--- src/rtl/lsrs_pkg.sv ---
// ---------------------------------------------------------------------------
// lsrs_pkg
// shared types, codes and helper functions of the lidar scan row segmenter
// ---------------------------------------------------------------------------
package lsrs_pkg;

    localparam int TOL_W = 16;
    localparam logic [TOL_W-1:0] TOL_RESET = 16'd1000;

    localparam int CHG_W = 3;
    localparam logic [CHG_W-1:0] CHG_CLOSE = 3'd4;

    typedef logic [2:0] t_quad;
    localparam t_quad QUAD_XP_YNN = 3'd0;
    localparam t_quad QUAD_XNN_YN = 3'd1;
    localparam t_quad QUAD_XN_YNP = 3'd2;
    localparam t_quad QUAD_XNP_YP = 3'd3;
    localparam t_quad QUAD_ORIGIN = 3'd4;

    typedef logic [1:0] t_kind;
    localparam t_kind KIND_FINITE  = 2'd0;
    localparam t_kind KIND_POS_INF = 2'd1;
    localparam t_kind KIND_NEG_INF = 2'd2;
    localparam t_kind KIND_UNDEF   = 2'd3;

    function automatic t_quad f_quadrant(input logic x_neg, input logic x_zero,
                                         input logic y_neg, input logic y_zero);
        logic x_pos;
        logic y_pos;
        t_quad q;
        x_pos = !x_neg && !x_zero;
        y_pos = !y_neg && !y_zero;
        if (x_pos && !y_neg) begin
            q = QUAD_XP_YNN;
        end else if (!x_neg && y_neg) begin
            q = QUAD_XNN_YN;
        end else if (x_neg && !y_pos) begin
            q = QUAD_XN_YNP;
        end else if (!x_pos && y_pos) begin
            q = QUAD_XNP_YP;
        end else begin
            q = QUAD_ORIGIN;
        end
        return q;
    endfunction

    function automatic t_kind f_ratio_kind(input logic x_zero, input logic y_neg,
                                           input logic y_zero);
        t_kind k;
        if (!x_zero) begin
            k = KIND_FINITE;
        end else if (y_zero) begin
            k = KIND_UNDEF;
        end else if (y_neg) begin
            k = KIND_NEG_INF;
        end else begin
            k = KIND_POS_INF;
        end
        return k;
    endfunction

endpackage

--- src/rtl/lsrs_rowchk.sv ---
// ---------------------------------------------------------------------------
// lsrs_rowchk
// width check of a closing row against the mean of the kept rows
// ---------------------------------------------------------------------------
module lsrs_rowchk #(
    parameter int MAX_COLUMNS = 32768,
    parameter int MAX_ROWS    = 128
) (
    input  logic [$clog2(MAX_COLUMNS+1)-1:0]          i_width,
    input  logic [$clog2(MAX_ROWS+1)-1:0]             i_row_cnt,
    input  logic [$clog2(MAX_ROWS*MAX_COLUMNS+1)-1:0] i_sum,
    input  logic [lsrs_pkg::TOL_W-1:0]                i_tol,
    output logic                                      o_keep
);

    localparam int WID_W  = $clog2(MAX_COLUMNS + 1);
    localparam int RCNT_W = $clog2(MAX_ROWS + 1);
    localparam int SUM_W  = $clog2(MAX_ROWS * MAX_COLUMNS + 1);
    localparam int PW_W   = WID_W + RCNT_W;
    localparam int LIM_W  = lsrs_pkg::TOL_W + RCNT_W;
    localparam int MAX_AB = (PW_W > LIM_W) ? PW_W : LIM_W;
    localparam int CMP_W  = ((MAX_AB > SUM_W) ? MAX_AB : SUM_W) + 1;
    localparam logic [RCNT_W-1:0] ROWS_LIMIT = RCNT_W'(MAX_ROWS);

    logic [PW_W-1:0]         prod_w;
    logic [LIM_W-1:0]        lim;
    logic signed [CMP_W-1:0] diff;
    logic [CMP_W-1:0]        mag;

    // |w*n - sum| < tol*n is |w - mean| < tol without a divide
    assign prod_w = i_width * i_row_cnt;
    assign lim    = i_tol * i_row_cnt;
    assign diff   = $signed(CMP_W'(prod_w)) - $signed(CMP_W'(i_sum));
    assign mag    = (diff < 0) ? CMP_W'(-diff) : CMP_W'(diff);

    always_comb begin
        if (i_row_cnt >= ROWS_LIMIT) begin
            o_keep = 1'b0;
        end else if (i_row_cnt == '0) begin
            // first row is compared with itself
            o_keep = (i_tol != '0);
        end else begin
            o_keep = (mag < CMP_W'(lim));
        end
    end

endmodule

--- config.mk ---
export PLATFORM = sky130hd
export DESIGN_NAME = lsrs_rowchk
export DESIGN_NICKNAME = d
export VERILOG_FILES = /design/src/rtl/lsrs_pkg.sv /design/src/rtl/lsrs_rowchk.sv
export SDC_FILE = /design/constraint.sdc
export NUM_CORES = 1
export LEC_CHECK = 0
export BUFFER_PORTS_ARGS = -buffer_cell sky130_fd_sc_hd__clkbuf_2
export CAP_MARGIN = 10
export CORE_MARGIN = 2
export CORE_UTILIZATION = 25
export DETAILED_ROUTE_END_ITERATION = 12
export GPL_ROUTABILITY_DRIVEN = 0
export PLACE_DENSITY = 0.51
export SLEW_MARGIN = 25
export SYNTH_ARGS = -nofsm -noshare
export SYNTH_HDL_FRONTEND = slang
export SYNTH_SLANG_ARGS = --single-unit
--- constraint.sdc ---
create_clock -name vclk -period 20
set_input_delay 3 -clock vclk [all_inputs]
set_output_delay 3 -clock vclk [all_outputs]
set_load 0.03 [all_outputs]
==> qor.yml <==
dp_hpwl_mm: 21.2
crit_path_max_incr_delay_ns: 0.63
fin_nets: 1617
routed_wl_mm: 25.2
die_area_um2: 42000
fill_cells: 4334
worst_pin_slew_ns: 0.995
postLayoutSetupSlackWorst_ns: 5.86
hold_viol: 0
n_clock_buffer: 0
drv_cap: 0
slew_headroom_pct: 33.2
status: "completed"
timing.setup.tns_ns: 0
ant_nets: 0
critPathMaxFanout: 33
wl_per_cell_um: 14.3
overflow: 0
met1_usage_pct: 18.3
pre_cts_ws_ns: 5.92
netlist_area_um2: 10100
grt_pass1_vias: 8134
die_height_um: 205
critPathKind: "input port to primary output"
synthCells: 1235
die_w_um: 205
grt_start_max_net_pins: 35
synth_top_area_share_pct: 37.7
grt_pass1_wl_mm: 42.4
syn2layout_area_growth_pct: 7.62
gr-usage-met3_pct: 0.430
regArea_um2: 0
top_usage_layer: "met2"
synth.avg_cell_area_um2: 8.17
grt_use_total_pct: 12.3
critPathArrivalTime_ns: 11.14
vias_per_cell: 4.60
cp_top_family: "compound AO/OA/AOI/OAI gates"
cts_resized: 0
worst-path-buf-inv: 6
yosysTopAreaCell: "fa_1"
drc_errors: 0
cp_slowest_cell: "nand4_1"
io_pins: 64
critPathLaunchType: "input port"
initial_core_util_pct: 25.4
end_kind: "primary output"
finalMaxSlewViolations: 0
clock.fmax_mhz: 70.7
yosysWarnings: 0
rows: 73
synth_seq_area_share_pct: 0
firstDrtPassIters: 5
setup_viol: 0
period_share_pct: 70.7
holdBufCountCts: 0
required_ns: 17.00
numPortBuffers: 64
antenna_found_initial: 0
design.seq.count: 0
synth.area.top_cells: "fa_1, ha_1, inv_1"
hold_class: "input port to primary output"
met2_usage_pct: 20.6
antennaDiodeCount: 0
drive_gt1_share_pct: 6.02
period_minus_slack_ns: 14.14
yosysUniqueCellTypes: 62
synth.net_count: 1604
post_cts_buffers: 0
core_um2: 39700
rsz0062_at_grt: "no"
drt_iter0_drc: 398
vias: 8141
stage by stage:
step | hold slack (ns) | util [%] | cell area [µm²] | std cells
2_1_floorplan | 6.42 | - | 10100 | 1235
3_3_place_gp | 7.02 | 27.3 | 10900 | 1771
3_5_place_dp | 7.03 | 27.3 | 10900 | 1771
4_1_cts | 7.03 | 27.3 | 10900 | 1771
5_1_grt | 7.08 | 27.3 | 10900 | 1771
6_report | 7.00 | 27.3 | 10900 | 1771
area by class of cell:
cell class / instances / area, µm² / area share (%)
inverter: 244 / 916 / 8.44
multi-input combinational: 938 / 8960 / 82.6
tap: 525 / 657 / 6.05
timing repair buffer: 64 / 320 / 2.95
metal layers:
metal,vias up,wire [µm]
met4,0,210
met1,4066,12400
met3,13,810
met5,-,0
li1,3909,-
met2,153,11800
tightest hold or removal path: cells and delay by family:
| family | cells | cell delay, ns |
|---|---|---|
| and+or+nand+nor | 1 | 0.09 |
| AOI/OAI and AO/OA | 3 | 0.49 |
| buffers and inverters | 2 | 0.41 |
worst paths after layout:
path / startpoint / end / slack [ns] / depth (start not counted)
worst min-delay path: i_tol[6] / o_keep / 7.00 / 6
worst max-delay path: i_row_cnt[6] / o_keep / 5.86 / 29
synth_stat cells, types with 6 or more instances:
cell	number
nand3_1	22
xnor2_1	32
nor3_1	14
buf_1	10
o211ai_1	6
fa_1	190
and3_1	12
a21o_1	17
nand2_1	156
and2_1	128
a211oi_1	6
o21a_1	14
a21oi_1	41
o21ai_0	26
nor4_1	8
inv_1	244
nor2b_1	7
ha_1	116
nor3b_1	7
nor2_1	33
clkbuf_1	39
xor2_1	22
or3_1	6
cell usage in the layout (no fill, tap or decap), drive strengths merged, types with 3 or more instances in the layout:
master / count
nand3: 23
xnor2: 32
a21oi: 41
a311oi: 3
o21a: 14
nor4: 8
a2111oi: 6
nor3b: 7
nand3b: 4
a211oi: 6
and2: 129
nor3: 14
o31ai: 4
a31oi: 5
and4: 3
nand2: 156
nand2b: 5
clkbuf: 64
nor2: 33
fa: 190
a21o: 17
o211ai: 6
and3: 12
nor2b: 7
a211o: 3
or3: 6
or4: 4
inv: 244
o21ai: 31
nand4: 5
o41ai: 3
ha: 116
xor2: 22
cells by family (layout without fill, tap and decap cells):
kind of cell | count (synthesis) | after routing | synth area share [%]
adders and majority gates | 306 | 306 | 52.1
xor gates and xnor gates | 54 | 54 | 4.69
muxes | 2 | 2 | 0.198
and+or+nand+nor | 422 | 422 | 21.5
buffers and inverters | 297 | 308 | 11.2
AOI/OAI and AO/OA | 154 | 154 | 10.3
Power is not shown: default switching activity piles up to over one toggle a cycle in this logic, so the estimate is an artifact.
